==> src/design/kmds_pkg.sv <==
// ----------------------------------------------------------------------------
// kmds_pkg: shared definitions for the key matrix debounce scanner
// Holds defaults, message codes, register indexes and the lane event type.
// ----------------------------------------------------------------------------
`default_nettype none

package kmds_pkg;

   // Default matrix geometry.
   localparam int DEFAULT_COLUMN_COUNT = 8;
   localparam int DEFAULT_ROW_COUNT    = 8;

   // Rows carried by one input item.
   localparam int ROW_FIELD_WIDTH = 8;
   localparam int ROW_IDX_W       = 3;

   // Debounce counter width, signed.
   localparam int CTR_W = 8;

   // Reset values of the configuration registers.
   localparam logic [6:0] DEBOUNCE_RESET = 7'd63;
   localparam logic [6:0] NOTE_BASE_RESET = 7'd36;
   localparam logic [3:0] CHANNEL_RESET   = 4'd1;
   localparam logic [6:0] VELOCITY_RESET  = 7'h7F;

   // Message status codes.
   localparam logic [7:0] NOTE_OFF_CODE = 8'h80;
   localparam logic [7:0] NOTE_ON_CODE  = 8'h90;

   // Configuration register indexes.
   typedef enum logic [1:0] {
      CSR_DEBOUNCE_COUNT = 2'd0,
      CSR_NOTE_BASE      = 2'd1,
      CSR_MIDI_CHANNEL   = 2'd2,
      CSR_NOTE_VELOCITY  = 2'd3
   } csr_index_type;

   // What one lane found for the scanned key of its row.
   typedef struct packed {
      logic hit;    // key changed level, a message is due
      logic is_on;  // 1 for a press (note-on), 0 for a release (note-off)
   } kmds_event_type;

endpackage

`default_nettype wire

==> src/design/key_matrix_debounce_scanner_core.sv <==
// ----------------------------------------------------------------------------
// key_matrix_debounce_scanner_core: key matrix scanner with note messages
// Debounces every key of a scanned matrix and emits note-on and note-off.
// ----------------------------------------------------------------------------
// Each input item is one scanned column: its index and the levels of up to
// eight row lines (0 pressed, 1 released). One lane per row holds that row's
// signed debounce counters; all lanes update the scanned column in the cycle
// the item is accepted. A stable key that changes level reloads its counter
// with plus or minus debounce_count (zero acts as one) and raises a message;
// a counting key steps toward its stable value and ignores its line. The
// merge stage then sends the messages lowest row first, one per cycle while
// rsp_stall allows, with last_message set on the final one of the column.
// An item that raises messages holds req_stall high until the last of them
// has moved into the serializer's single output register; one that raises
// none never holds req_stall. A new column can be taken while the last
// message still waits on rsp_stall. Columns at or above COLUMN_COUNT are
// ignored. Configuration is written through the csr_ port, which is always
// ready, and must only be written while the block is idle.
// ----------------------------------------------------------------------------
`default_nettype none

module key_matrix_debounce_scanner_core
   import kmds_pkg::*;
#(
   parameter int COLUMN_COUNT = DEFAULT_COLUMN_COUNT,
   parameter int ROW_COUNT    = DEFAULT_ROW_COUNT
) (
   input  wire logic       clock,
   input  wire logic       reset,
   // Column scan items.
   input  wire logic       req_valid,
   output logic            req_stall,
   input  wire logic [2:0] req_scan_column,
   input  wire logic [7:0] req_row_levels,
   // Note messages.
   output logic            rsp_valid,
   input  wire logic       rsp_stall,
   output logic [7:0]      rsp_status_byte,
   output logic [6:0]      rsp_note_number,
   output logic [6:0]      rsp_velocity_out,
   output logic            rsp_last_message,
   // Configuration writes.
   input  wire logic       csr_valid,
   output logic            csr_ready,
   input  wire logic [1:0] csr_index,
   input  wire logic [6:0] csr_data
);

   // Only rows that the input item carries are scanned.
   localparam int LANE_COUNT =
      (ROW_COUNT < ROW_FIELD_WIDTH) ? ROW_COUNT : ROW_FIELD_WIDTH;
   localparam int COL_IDX_W = (COLUMN_COUNT > 1) ? $clog2(COLUMN_COUNT) : 1;

   // Configuration registers.
   logic [6:0] debounce_ff;
   logic [6:0] note_base_ff;
   logic [3:0] channel_ff;
   logic [6:0] velocity_ff;

   assign csr_ready = 1'b1;

   always_ff @(posedge clock) begin
      if (reset) begin
         debounce_ff  <= DEBOUNCE_RESET;
         note_base_ff <= NOTE_BASE_RESET;
         channel_ff   <= CHANNEL_RESET;
         velocity_ff  <= VELOCITY_RESET;
      end else if (csr_valid && csr_ready) begin
         case (csr_index_type'(csr_index))
            CSR_DEBOUNCE_COUNT: debounce_ff  <= csr_data;
            CSR_NOTE_BASE:      note_base_ff <= csr_data;
            CSR_MIDI_CHANNEL:   channel_ff   <= csr_data[3:0];
            CSR_NOTE_VELOCITY:  velocity_ff  <= csr_data;
            default: begin
            end
         endcase
      end
   end

   // Item acceptance and column decode.
   logic                 busy;
   logic                 item_accept;
   logic                 col_in_range;
   logic                 scan_accept;
   logic [4:0]           col_wide;
   logic [COL_IDX_W-1:0] col_index;
   logic [6:0]           load_value;

   assign req_stall    = busy;
   assign item_accept  = req_valid && !req_stall;
   assign col_wide     = {2'b0, req_scan_column};
   assign col_in_range = (32'(col_wide) < COLUMN_COUNT);
   assign scan_accept  = item_accept && col_in_range;
   assign col_index    = col_wide[COL_IDX_W-1:0];
   assign load_value   = (debounce_ff == 7'd0) ? 7'd1 : debounce_ff;

   // One lane per scanned row.
   kmds_event_type lane_event [LANE_COUNT];

   for (genvar r = 0; r < LANE_COUNT; r++) begin : g_lane
      kmds_lane #(
         .COLUMN_COUNT(COLUMN_COUNT)
      ) u_lane (
         .clock      (clock),
         .reset      (reset),
         .scan_accept(scan_accept),
         .col_index  (col_index),
         .row_level  (req_row_levels[r]),
         .load_value (load_value),
         .lane_event (lane_event[r])
      );
   end

   // Message serializer.
   kmds_merge #(
      .COLUMN_COUNT(COLUMN_COUNT),
      .LANE_COUNT  (LANE_COUNT)
   ) u_merge (
      .clock           (clock),
      .reset           (reset),
      .scan_accept     (scan_accept),
      .scan_column     (req_scan_column),
      .lane_event      (lane_event),
      .note_base       (note_base_ff),
      .midi_channel    (channel_ff),
      .note_velocity   (velocity_ff),
      .busy            (busy),
      .rsp_valid       (rsp_valid),
      .rsp_stall       (rsp_stall),
      .rsp_status_byte (rsp_status_byte),
      .rsp_note_number (rsp_note_number),
      .rsp_velocity_out(rsp_velocity_out),
      .rsp_last_message(rsp_last_message)
   );

endmodule

`default_nettype wire

==> src/design/kmds_lane.sv <==
// ----------------------------------------------------------------------------
// kmds_lane: debounce counters of one matrix row
// Updates the counter of the scanned key and reports a level change.
// ----------------------------------------------------------------------------
`default_nettype none

module kmds_lane
   import kmds_pkg::*;
#(
   parameter int COLUMN_COUNT = DEFAULT_COLUMN_COUNT,
   localparam int COL_IDX_W = (COLUMN_COUNT > 1) ? $clog2(COLUMN_COUNT) : 1
) (
   input  wire logic                 clock,
   input  wire logic                 reset,
   input  wire logic                 scan_accept,
   input  wire logic [COL_IDX_W-1:0] col_index,
   input  wire logic                 row_level,
   input  wire logic [6:0]           load_value,
   output kmds_event_type            lane_event
);

   logic signed [CTR_W-1:0] ctr_ff [COLUMN_COUNT];
   logic signed [CTR_W-1:0] ctr_in;
   logic signed [CTR_W-1:0] old_value;
   logic signed [CTR_W-1:0] load_pos;
   kmds_event_type          found;

   assign load_pos  = signed'({1'b0, load_value});
   assign old_value = ctr_ff[col_index];

   always_comb begin
      ctr_in      = old_value;
      found.hit   = 1'b0;
      found.is_on = 1'b0;
      if (old_value < 0) begin
         ctr_in = old_value + 8'sd1;
      end else if (old_value > 8'sd1) begin
         ctr_in = old_value - 8'sd1;
      end else if (old_value == 8'sd0 && row_level) begin
         ctr_in    = load_pos;
         found.hit = 1'b1;
      end else if (old_value == 8'sd1 && !row_level) begin
         ctr_in      = -load_pos;
         found.hit   = 1'b1;
         found.is_on = 1'b1;
      end
   end

   assign lane_event = {scan_accept & found.hit, found.is_on};

   always_ff @(posedge clock) begin
      if (reset) begin
         for (int c = 0; c < COLUMN_COUNT; c++) begin
            ctr_ff[c] <= '0;
         end
      end else if (scan_accept) begin
         ctr_ff[col_index] <= ctr_in;
      end
   end

endmodule

`default_nettype wire

==> src/design/kmds_merge.sv <==
// ----------------------------------------------------------------------------
// kmds_merge: message serializer
// Collects the lane events of one column and sends them lowest row first.
// ----------------------------------------------------------------------------
`default_nettype none

module kmds_merge
   import kmds_pkg::*;
#(
   parameter int COLUMN_COUNT = DEFAULT_COLUMN_COUNT,
   parameter int LANE_COUNT   = DEFAULT_ROW_COUNT
) (
   input  wire logic           clock,
   input  wire logic           reset,
   input  wire logic           scan_accept,
   input  wire logic [2:0]     scan_column,
   input  kmds_event_type      lane_event [LANE_COUNT],
   input  wire logic [6:0]     note_base,
   input  wire logic [3:0]     midi_channel,
   input  wire logic [6:0]     note_velocity,
   output logic                busy,
   output logic                rsp_valid,
   input  wire logic           rsp_stall,
   output logic [7:0]          rsp_status_byte,
   output logic [6:0]          rsp_note_number,
   output logic [6:0]          rsp_velocity_out,
   output logic                rsp_last_message
);

   logic [LANE_COUNT-1:0] pending_ff, pending_in;
   logic [LANE_COUNT-1:0] on_ff;
   logic [2:0]            col_ff;
   logic                  rsp_valid_ff, rsp_valid_in;
   logic [7:0]            status_ff;
   logic [6:0]            note_ff;
   logic [6:0]            velocity_ff;
   logic                  last_ff;

   logic [LANE_COUNT-1:0] pick;
   logic [ROW_IDX_W-1:0]  pick_row;
   logic                  send;
   logic [7:0]            row_offset;
   logic [7:0]            note_sum;

   // Lowest pending row wins.
   always_comb begin
      pick     = '0;
      pick_row = '0;
      for (int r = LANE_COUNT - 1; r >= 0; r--) begin
         if (pending_ff[r]) begin
            pick     = '0;
            pick[r]  = 1'b1;
            pick_row = ROW_IDX_W'(r);
         end
      end
   end

   assign send       = (|pending_ff) && (!rsp_valid_ff || !rsp_stall);
   assign row_offset = 8'(pick_row * COLUMN_COUNT);
   assign note_sum   = {1'b0, note_base} + row_offset + {5'b0, col_ff};

   always_comb begin
      pending_in = pending_ff;
      if (scan_accept) begin
         for (int r = 0; r < LANE_COUNT; r++) begin
            pending_in[r] = lane_event[r].hit;
         end
      end else if (send) begin
         pending_in = pending_ff & ~pick;
      end
      rsp_valid_in = send || (rsp_valid_ff && rsp_stall);
   end

   always_ff @(posedge clock) begin
      if (reset) begin
         pending_ff   <= '0;
         rsp_valid_ff <= 1'b0;
      end else begin
         pending_ff   <= pending_in;
         rsp_valid_ff <= rsp_valid_in;
      end
   end

   always_ff @(posedge clock) begin
      if (scan_accept) begin
         col_ff <= scan_column;
         for (int r = 0; r < LANE_COUNT; r++) begin
            on_ff[r] <= lane_event[r].is_on;
         end
      end
      if (send) begin
         status_ff   <= ((|(on_ff & pick)) ? NOTE_ON_CODE : NOTE_OFF_CODE)
                        + {4'b0, midi_channel};
         note_ff     <= note_sum[6:0];
         velocity_ff <= note_velocity;
         last_ff     <= ((pending_ff & ~pick) == '0);
      end
   end

   assign busy             = |pending_ff;
   assign rsp_valid        = rsp_valid_ff;
   assign rsp_status_byte  = status_ff;
   assign rsp_note_number  = note_ff;
   assign rsp_velocity_out = velocity_ff;
   assign rsp_last_message = last_ff;

endmodule

`default_nettype wire

==> config.mk <==
export PLATFORM = sky130hd
export DESIGN_NAME = key_matrix_debounce_scanner_core
export DESIGN_NICKNAME = d
export VERILOG_FILES = /design/src/design/kmds_pkg.sv /design/src/design/key_matrix_debounce_scanner_core.sv /design/src/design/kmds_lane.sv /design/src/design/kmds_merge.sv
export SDC_FILE = /design/constraint.sdc
export NUM_CORES = 1
export LEC_CHECK = 0
export BUFFER_PORTS_ARGS = -buffer_cell sky130_fd_sc_hd__clkbuf_2
export CORE_MARGIN = 5
export CORE_UTILIZATION = 60
export DETAILED_ROUTE_END_ITERATION = 7
export PLACE_DENSITY = 0.8
export SLEW_MARGIN = 20
export SYNTH_ARGS = -nofsm -noshare
export SYNTH_HDL_FRONTEND = slang
export SYNTH_HIERARCHICAL = 1
export SYNTH_SLANG_ARGS = --single-unit
==> constraint.sdc <==
create_clock -name clock -period 9.4 [get_ports clock]
set_input_delay 0.94 -clock clock [delete_from_list [all_inputs] [get_ports clock]]
set_output_delay 0.94 -clock clock [all_outputs]
set_load 0.02 [all_outputs]
# After elaboration in Yosys (flattened, before gate mapping)
# Memory sizes are Yosys's and may differ from the RTL's.
# Cells that the tools add are included.
totals:
  reg_bits: 68
  latchBits: 0
  ram_bits: 512
  mem_bits_ro: 0
  input_bits: 25
  output_inout_bits: 26
  wordCells: 274
  n_memories: 8
op_classes:
  addsub: 20
  mul: 0
  n_div: 0
  magnitude_cmp: 17
  eq_ne: 11
  shifts: 0
  n_mux: 121
  n_bitwise: 11
  reduce_logical: 67
mem_list:
  columns: ["memory", "words", "width", "read_ports", "rd_clocked_by_memory_dff", "wr", "line", "text"]
  rows:
  - ["g_lane[0].u_lane.ctr_ff", 8, 8, 1, 0, 8, "kmds_lane.sv:22", "logic signed [CTR_W-1:0] ctr_ff [COLUMN_COUNT];"]
  - ["g_lane[1].u_lane.ctr_ff", 8, 8, 1, 0, 8, "kmds_lane.sv:22", null]
  - ["g_lane[2].u_lane.ctr_ff", 8, 8, 1, 0, 8, "kmds_lane.sv:22", null]
  - ["g_lane[3].u_lane.ctr_ff", 8, 8, 1, 0, 8, "kmds_lane.sv:22", null]
  - ["g_lane[4].u_lane.ctr_ff", 8, 8, 1, 0, 8, "kmds_lane.sv:22", null]
  - ["g_lane[5].u_lane.ctr_ff", 8, 8, 1, 0, 8, "kmds_lane.sv:22", null]
  - ["2 more memories", null, null, null, null, null, null, null]
ops:
  columns: ["cell", "n"]
  rows:
  - ["two-way mux 8 bit", 50]
  - ["OR reduction 8 bit", 10]
  - ["logical NOT 8 bit", 9]
  - ["adder 8 x 2 -> 8 bit (second input constant)", 8]
  - ["equality test 8 x 2 -> 1 bit (second input constant)", 8]
  - ["greater-than comparator 8 x 2 -> 1 bit (second input constant)", 8]
  - ["< comparator 8 x 1 -> 1 bit (second input constant)", 8]
  - ["subtractor 8 x 2 -> 8 bit (second input constant)", 8]
  - ["two-way mux 2 bit", 24]
  - ["two-way mux 3 bit", 16]
  - ["two-way mux 1 bit", 29]
  - ["OR reduction 3 bit", 8]
  - ["logical AND 1 bit", 20]
  - ["bitwise AND 8 bit", 2]
  - ["logical NOT 1 bit", 11]
  - ["adder 8 x 4 -> 8 bit", 1]
  - ["bitwise AND 1 bit", 8]
  - ["negation 7 -> 8 bit", 1]
  - ["inverter 8 bit", 1]
  - ["AND reduction 2 bit", 4]
  - ["adder 7 x 3 -> 7 bit", 1]
  - ["adder 7 x 6 -> 7 bit", 1]
  - ["logical NOT 7 bit", 1]
  - ["two-way mux 7 bit", 1]
  - ["7 further kinds", 9]

# Depth between registers and ports, before layout
# Gate-level depths: netlist of run 1.
logic_depth:
  depth_word: 12
  ltp_mapped: 16

# Hierarchy
# Netlist of run 1, hierarchy kept.
by_module_without_submodules:
  columns: ["mod", "instances", "cells_per_inst", "area_per_inst_um2", "seq_area_each_um2"]
  rows:
  - ["kmds_lane (g_lane[0].u_lane ...)", 4, 322, 3882.5, 1921.8]
  - ["kmds_lane (g_lane[6].u_lane ...)", 2, 320, 3666.0, 1921.8]
  - ["kmds_lane (g_lane[1].u_lane ...)", 2, 299, 3593.4, 1921.8]
  - ["kmds_merge", 1, 154, 1888.1, 1111.1]
  - ["key_matrix_debounce_scanner_core", 1, 110, 1059.8, 500.5]

# Worst setup path before layout of run 1
# Ideal clock, no wire load.
synth_path:
  kind: "input to register"
  from: "in req_scan_column[1]"
  to: "mem g_lane[6].u_lane.ctr_ff[0][0] (data pin)"
  setup_ps: 270
  arrival_ps: 3675
  slack_ps: 5456
  stages: 15
  n_path_buf: 4
  path_cell_list: "buf_6 > buf_6 > buf_6 > mux2i_1 > o22ai_1 > a31o_2 > nor2_1 > ha_1 > clkbuf_1 > nand2_1 > a211oi_1 > nor2_1 > o211a_1 > a211oi_2 > nor2_1"
synth_rtl:
  columns: ["element", "line", "text"]
  rows:
  - ["start, declared", "key_matrix_debounce_scanner_core.sv:33", "input wire logic [2:0] req_scan_column,"]
  - ["end, declared", "kmds_lane.sv:22", null]

==> metrics.yaml, run 1 <==
finish:
  multi_input_area_mm2: 0.0149
  nets: 2844
  seq_area_mm2: 0.0170
  area_growth_pct: 7.15
  drive_gt1_frac: 0.159
  final_area_mm2: 0.0354
  num-fill-cells: 4091
synth:
  synthFlopType: "edfxtp_1"
  synth-seq-cells: 577
  netlist_area_mm2: 0.0330
  ys_seq_area_frac: 0.515
  synthCells: 2790
  ys_warn_count: 6
  synth_edf_count: 543
  ys_async_sr_fraction: 0
  yosysUniqueCellTypes: 109
  syn_area_per_cell_um2: 11.8
setup_path:
  crit_path_end_kind: "register"
  cp.depth: 13
  startpoint: "req_scan_column[1]"
  reg2reg_to: "g_lane[6].u_lane/ctr_ff[6][4]"
  critPathSlowestCell: "o41ai_2"
  endpoint: "g_lane[7].u_lane/ctr_ff[0][4]"
  cp_num_buf_inv: 3
  max_stage_delay_ns: 0.80
  crit_top_cell: "a211oi_1"
  crit_family: "simple AND/OR/NAND/NOR gates"
  worstRegToRegCells: 11
  crit_chain: "buf_8, buf_4, mux2i_1, a211oi_1, nor4_1, inv_2, ha_1, nand2b_1, a211oi_1, nor3b_1, and3b_1, o41ai_2, nor2_1"
  rrSetupSlack_ns: 5.41
  critPathKind: "primary input to register"
  cp_data_required_time_ns: 9.73
  arrival_ns: 5.22
  cp_max_fo: 69
  r2r_start: "g_lane[6].u_lane/ctr_ff[5][0]"
  worst_setup_path_start_kind: "primary input"
floorplanning:
  coreArea_mm2: 0.0548
  io_pins: 51
  die_w_um: 245
  dieArea_mm2: 0.0598
  rows: 86
  start_util: 0.602
  die_height_um: 245
placed_design:
  place_hpwl_um: 58700
  place.port_buffers: 46
  dpl-instance-area_mm2: 0.0335
  gp_congestion: 0.968
timing:
  relSlewSlack: 0.226
  setup_tns_ns: 0
  grt_setup_unrepaired: "false"
  final.min_clock_period_ns: 4.89
  slew_violations: 0
  finalCritPeriodShare: 0.521
  setup_viol_count_final: 0
  max_clock_freq_mhz: 204
  worst_slew_pin_slew_ns: 1.15
  hold_violations: 0
  finClkSkew_ns: 0.0135
cts:
  cts_setup_buffers: 0
  cts_buffer_depth: 3
  path_clk_slew_ns: 0.06
  cts_root_buf: "clkbuf_16"
  holdBufCountCts: 0
  htreeDepth: 2
  cts_tree: "yes"
  cts_resized: 0
  cts_made_buffers: 59
  worstSkewPairLatency_ns: 0.63
  cts_sinks: 577
global_routing:
  met3_usage: 0.0473
  grt_usage: 0.286
  grt_pass1_vias: 24100
  top_usage_layer: "met2"
  grt_pass1_wl_um: 136000
  grt_util_met2: 0.472
  antenna_found_initial: 4
  use_met1: 0.388
  grt_max_degree: 107
  grt_overflow_total: 0
routing:
  wire_per_inst_um: 24.7
  detail-route-antenna-nets: 0
  drc_errors: 2
  finalWirelength_um: 87400
  dr.pass1.iters: 8
  via_per_inst: 6.96
  vias: 24600
  drtIter0Drc: 3269
status:
  violations: "DRC"
  status: "finished, violations left"
run:
  maxCapViolCount: 0
power_and_ir_drop:
  p_leak_uw: 0.0125
  power_density_mw_per_mm2: 180
  ir_drop_mv: 0.173
worst_hold_path:
  min_path_type: "register to register"
==> registers in the layout (all words and copies together) (netlist names) <==
name,cells
u_merge/rsp_last_message,1
g_lane.u_lane/ctr_ff,512
u_merge/on_ff,8
u_merge/rsp_valid,1
u_merge/pending_ff,8
note_base_ff,7
channel_ff,4
u_merge/col_ff,3
u_merge/rsp_note_number,7
u_merge/rsp_status_byte,5
u_merge/rsp_velocity_out,7
velocity_ff,7
debounce_ff,7
==> cell type report <==
cell class,instances,share of cell area
Inverter,71,0.00754
Sequential cell,577,0.481
Clock buffer,74,0.0440
Clock inverter,34,0.00796
Tap cell,704,0.0249
Antenna cell,4,0.000283
Timing Repair Buffer,65,0.0120
Multi-Input combinational cell,2006,0.423
==> metrics by stage <==
stage / setup WS (ns) / power [uW] / cells / hold slack (ns) / utilization
final: 4.51 / 6360 / 3535 / 0.435 / 0.646
after global placement: 4.12 / 4090 / 3423 / 0.418 / 0.611
after detailed placement: 3.93 / 4130 / 3423 / 0.419 / 0.611
after CTS: 4.58 / 6370 / 3531 / 0.434 / 0.645
after floorplan: 5.46 / 3840 / 2791 / 0.409 / -
after global routing: 4.22 / 6580 / 3532 / 0.442 / 0.645
==> cells in the mapped netlist (all sizes together) (22+ instances only) <==
master  instances  area (um2)
a211oi         70         641
a21oi         219        1100
a22oi          36         310
a31oi          46         288
and2           27         176
and3           23         144
buf            88         653
clkbuf         49         184
dfxtp          34         681
edfxtp        543       16300
ha             38         475
inv            71         267
mux2           52         616
mux2i         138        1540
mux4           82        1850
nand2         166         661
nand2b         97         607
nand3          54         275
nand4          22         138
nor2          354        1330
nor2b          30         188
nor3          112         626
nor3b          24         180
nor4           45         375
o21ai          47         258
o41ai          24         300
==> per-layer routing <==
metal / routed length, um / up-vias
met5: 16 / -
met4: 3290 / 2
met3: 8060 / 247
met2: 41800 / 1412
met1: 34200 / 12100
li1: - / 10900
==> where the power goes <==
group          switching [uW]  internal, uW
clock network             978          1280
registers                37.1          2930
logic                     793           351
==> cell usage in the layout, fill, tap and decap left out, types with 19 or more instances in the layout <==
cell type,synthesis,layout
a211oi_1,53,53
a21oi_1,217,216
a22oi_1,28,28
a31oi_1,46,46
and3_1,23,23
clkbuf_16,0,60
clkbuf_2,0,42
dfxtp_1,34,32
edfxtp_1,543,543
ha_1,38,38
inv_1,61,61
mux2_2,44,44
mux2i_1,120,119
mux4_2,80,80
nand2_1,159,159
nand2b_1,97,97
nand3_1,53,53
nand4_1,22,22
nor2_1,352,352
nor2b_1,30,29
nor3_1,104,104
nor3b_1,24,24
nor4_1,37,37
o21ai_0,36,36
o31ai_1,19,19
==> logic make-up after synthesis <==
group / after synthesis / synth area share
simple gates: 1035 / 0.162
compound gates: 644 / 0.150
flops: 577 / 0.515
mux: 272 / 0.121
buf+inv: 208 / 0.0334
fa+ha+maj: 40 / 0.0153
xor+xnor: 11 / 0.00292
other cells: 3 / 0.000341
==> worst min-delay path by stage <==
stage                    from                          end  slack [ns]  cells past startpoint
3_3_place_gp    channel_ff[2]   u_merge/rsp_status_byte[2]        0.42                      0
2_1_floorplan   channel_ff[0]   u_merge/rsp_status_byte[0]        0.41                      0
4_1_cts        velocity_ff[2]  u_merge/rsp_velocity_out[2]        0.43                      0
6_report        channel_ff[0]   u_merge/rsp_status_byte[0]        0.44                      0
3_5_place_dp    channel_ff[0]   u_merge/rsp_status_byte[0]        0.42                      0
5_1_grt        velocity_ff[2]  u_merge/rsp_velocity_out[2]        0.44                      0
Note: power is estimated with default switching activity, not from simulation.
==> run 2, diff against run 1 <==
--- a/config.mk
+++ b/config.mk
@@ -7,9 +7,9 @@
 export LEC_CHECK = 0
 export BUFFER_PORTS_ARGS = -buffer_cell sky130_fd_sc_hd__clkbuf_2
 export CORE_MARGIN = 5
-export CORE_UTILIZATION = 60
+export CORE_UTILIZATION = 58
 export DETAILED_ROUTE_END_ITERATION = 7
-export PLACE_DENSITY = 0.8
+export PLACE_DENSITY = 0.81
 export SLEW_MARGIN = 20
 export SYNTH_ARGS = -nofsm -noshare
 export SYNTH_HDL_FRONTEND = slang
==> constraint.sdc (replaced) <==
create_clock -name clock -period 4.1 [get_ports clock]
set_input_delay 0.41 -clock clock [delete_from_list [all_inputs] [get_ports clock]]
set_output_delay 0.41 -clock clock [all_outputs]
set_load 0.02 [all_outputs]
==> run 2 against run 1 <==
The flow now finishes without violations. Sequential power rose by 130%. First-iteration DRC count fell by 13%. Hold slack got worse by 0.40 ns. Clock skew rose by 0.0095 ns. Via count rose by 3.2%. Clock-buffer cell count fell by 5. Critical endpoint is now g_lane[7].u_lane/ctr_ff[6][3]. Total power rose by 140%. Register-to-register slack got worse by 4.9 ns. Final cell count rose by 6.1%. Critical path depth fell by 4.
==> metrics.yaml, run 2 (synthesis gave the netlist of run 1 again) <==
timing:
  worst_slew_pin_slew_ns: 1.11  # was 1.15 ns
  setup_viol_count_final: 0  # unchanged
  hold_violations: 0  # unchanged
  setup_tns_ns: 0  # unchanged
  max_clock_freq_mhz: 281
  finClkSkew_ns: 0.0230  # was 0.0135 ns
  relSlewSlack: 0.254  # was 0.226
  final.min_clock_period_ns: 3.56
  finalCritPeriodShare: 0.868
  slew_violations: 0  # unchanged
  grt_setup_unrepaired: "false"  # unchanged
finish:
  multi_input_area_mm2: 0.0149  # about the same
  num-fill-cells: 4215  # was 4091
  nets: 3009  # was 2844
  area_growth_pct: 11.7  # was 7.15%
  drive_gt1_frac: 0.209  # was 0.159
  regMostFlops: "g_lane.u_lane/ctr_ff"  # unchanged
  final_common_cell: "edfxtp_1"  # unchanged
  largest_registers: "g_lane.u_lane/ctr_ff x512, u_merge/on_ff x8, u_merge/pending_ff x8"  # unchanged
  final_area_mm2: 0.0369  # was 0.0354 mm2
  largest_register_ff_count: 512  # unchanged
  most-common-layout-cells: "543 x edfxtp_1, 352 x nor2_1, 216 x a21oi_1"  # unchanged
  seq_area_mm2: 0.0170  # unchanged
  utilization: 0.654  # was 0.646
setup_path:
  arrival_ns: 3.92  # was 5.22 ns
  cp_max_fo: 8  # was 69
  crit_top_cell: "nor2_1"  # was a211oi_1
  worstRegToRegCells: 9  # was 11
  worst_setup_path_start_kind: "register"  # was primary input
  critPathSlowestCell: "nor4_1"  # was o41ai_2
  crit_chain: "mux2i_1, a211oi_1, nor4_1, ha_1, nor2_1, o41ai_2, a2bb2o_1, a211oi_4, nor2_1"  # was buf_8, buf_4, mux2i_1, a211oi_1, nor4_1, inv_2, ha_1, nand2b_1, a211oi_1, nor3b_1, and3b_1, o41ai_2, nor2_1
  critPathKind: "register to register"  # was primary input to register
  crit_path_end_kind: "register"  # unchanged
  cp_data_required_time_ns: 4.46  # was 9.73 ns
  r2r_start: "g_lane[7].u_lane/ctr_ff[7][0]"  # was g_lane[6].u_lane/ctr_ff[5][0]
  reg2reg_to: "g_lane[7].u_lane/ctr_ff[6][3]"  # was g_lane[6].u_lane/ctr_ff[6][4]
  rrSetupSlack_ns: 0.54  # was 5.41 ns
  max_stage_delay_ns: 0.62  # was 0.80 ns
worst_hold_path:
  min_to: "channel_ff[2]"  # was u_merge/rsp_status_byte[0]
  hold_depth: 3  # was 0
  min_path_type: "primary input to register"  # was register to register
  min-delay-start: "csr_data[2]"  # was channel_ff[0]
cts:
  worstSkewPairLatency_ns: 0.63  # about the same
  cts_setup_buffers: 0  # unchanged
  htreeDepth: 2  # unchanged
  cts_resized: 0  # unchanged
  path_clk_slew_ns: 0.07  # was 0.06 ns
  cts_made_buffers: 58  # was 59
  cts_sinks: 577  # unchanged
  cts_tree: "yes"  # unchanged
  cts_buffer_depth: 3  # unchanged
  holdBufCountCts: 0  # unchanged
  cts_root_buf: "clkbuf_16"  # unchanged
routing:
  vias: 25400  # was 24.6k
  detail-route-antenna-nets: 0  # unchanged
  drtIter0Drc: 2841  # was 3269
  dr.pass1.iters: 5  # was 8
  via_per_inst: 6.77  # was 6.96
  finalWirelength_um: 91800  # was 87400 um
  wire_per_inst_um: 24.5  # was 24.7 um
  drc_errors: 0  # was 2
power_and_ir_drop:
  ir_drop_mv: 0.367  # was 0.173 mV
  p_leak_uw: 0.0134  # was 0.0125 uW
  power_density_mw_per_mm2: 410  # was 180 mW/mm2
global_routing:
  grt_overflow_total: 0  # unchanged
  grt_pass1_vias: 24900  # was 24.1k
  grt_max_degree: 71  # was 107
  grt_pass1_wl_um: 142000  # was 136000 um
  grt_usage: 0.287  # was 0.286
  antenna_found_initial: 4  # unchanged
floorplanning:
  coreArea_mm2: 0.0564  # was 0.0548 mm2
  io_pins: 51  # unchanged
  dieArea_mm2: 0.0618  # was 0.0598 mm2
  rows: 87  # was 86
  die_height_um: 249  # was 245 um
  start_util: 0.585  # was 0.602
  die_w_um: 249  # was 245 um
status:
  status: "complete, no violations"  # was finished, violations left
run:
  maxCapViolCount: 0  # unchanged
placed_design:
  place.port_buffers: 46  # unchanged
  gp_congestion: 0.973  # was 0.968
  dpl-instance-area_mm2: 0.0349  # was 0.0335 mm2
  place_hpwl_um: 62500  # was 58700 um
run 2: worst max path at each step:
stage | slack, ns | cells after the start | end | startpoint
after CTS | 0.57 | 9 | g_lane[7].u_lane/ctr_ff[6][3] | g_lane[7].u_lane/ctr_ff[7][0]
after floorplan | 0.54 | 8 | g_lane[1].u_lane/ctr_ff[5][0] | u_merge/pending_ff[0]
after global placement | 0.07 | 10 | g_lane[7].u_lane/ctr_ff[0][3] | req_scan_column[1]
final | 0.54 | 9 | g_lane[7].u_lane/ctr_ff[6][3] | g_lane[7].u_lane/ctr_ff[7][0]
after detailed placement | -0.0007 | 10 | g_lane[7].u_lane/ctr_ff[6][3] | req_scan_column[1]
after global routing | 0.33 | 11 | g_lane[3].u_lane/ctr_ff[6][5] | g_lane[3].u_lane/ctr_ff[3][1]
run 2: power breakdown:
group          switching, uW  internal (uW)
Sequential              85.2           6710
Combinational           1860            951
Clock                   2280           3230
Total                   4230          10900
run 2: area by class of cell:
type	instances	area share
inverter	71	0.00723
sequential	577	0.461
timing repair buffer	231	0.0471
antenna	3	0.000204
tap	756	0.0257
clock buffer	69	0.0416
clock inverter	38	0.0121
multi-input combinational	2006	0.405
run 2: per-stage QoR:
stage	worst slack (ns)	hold WS, ns	power, uW	std cells
4_1_cts	0.568	0.00562	15200	3748
6_report	0.540	0.0392	15100	3751
3_5_place_dp	-0.000673	0.422	9650	3641
5_1_grt	0.333	0.0342	15600	3749
3_3_place_gp	0.0691	0.413	9580	3641
2_1_floorplan	0.544	0.409	8810	2791
run 2: critical path: cells and delay by family, from the launching register on:
kind | cells | cell delay (ns)
muxes | 1 | 0.24
adders and majority gates | 1 | 0.42
AOI/OAI and AO/OA | 4 | 1.34
DFF | 1 | 0.36
and+or+nand+nor | 3 | 0.92
run 2: per-layer routing:
metal	GRT usage	routed length (um)	vias to the layer above
li1	-	-	11200
met1	0.394	35500	12500
met2	0.461	43300	1492
met3	0.0557	9450	249
met4	0.106	3570	0
met5	0	0	-
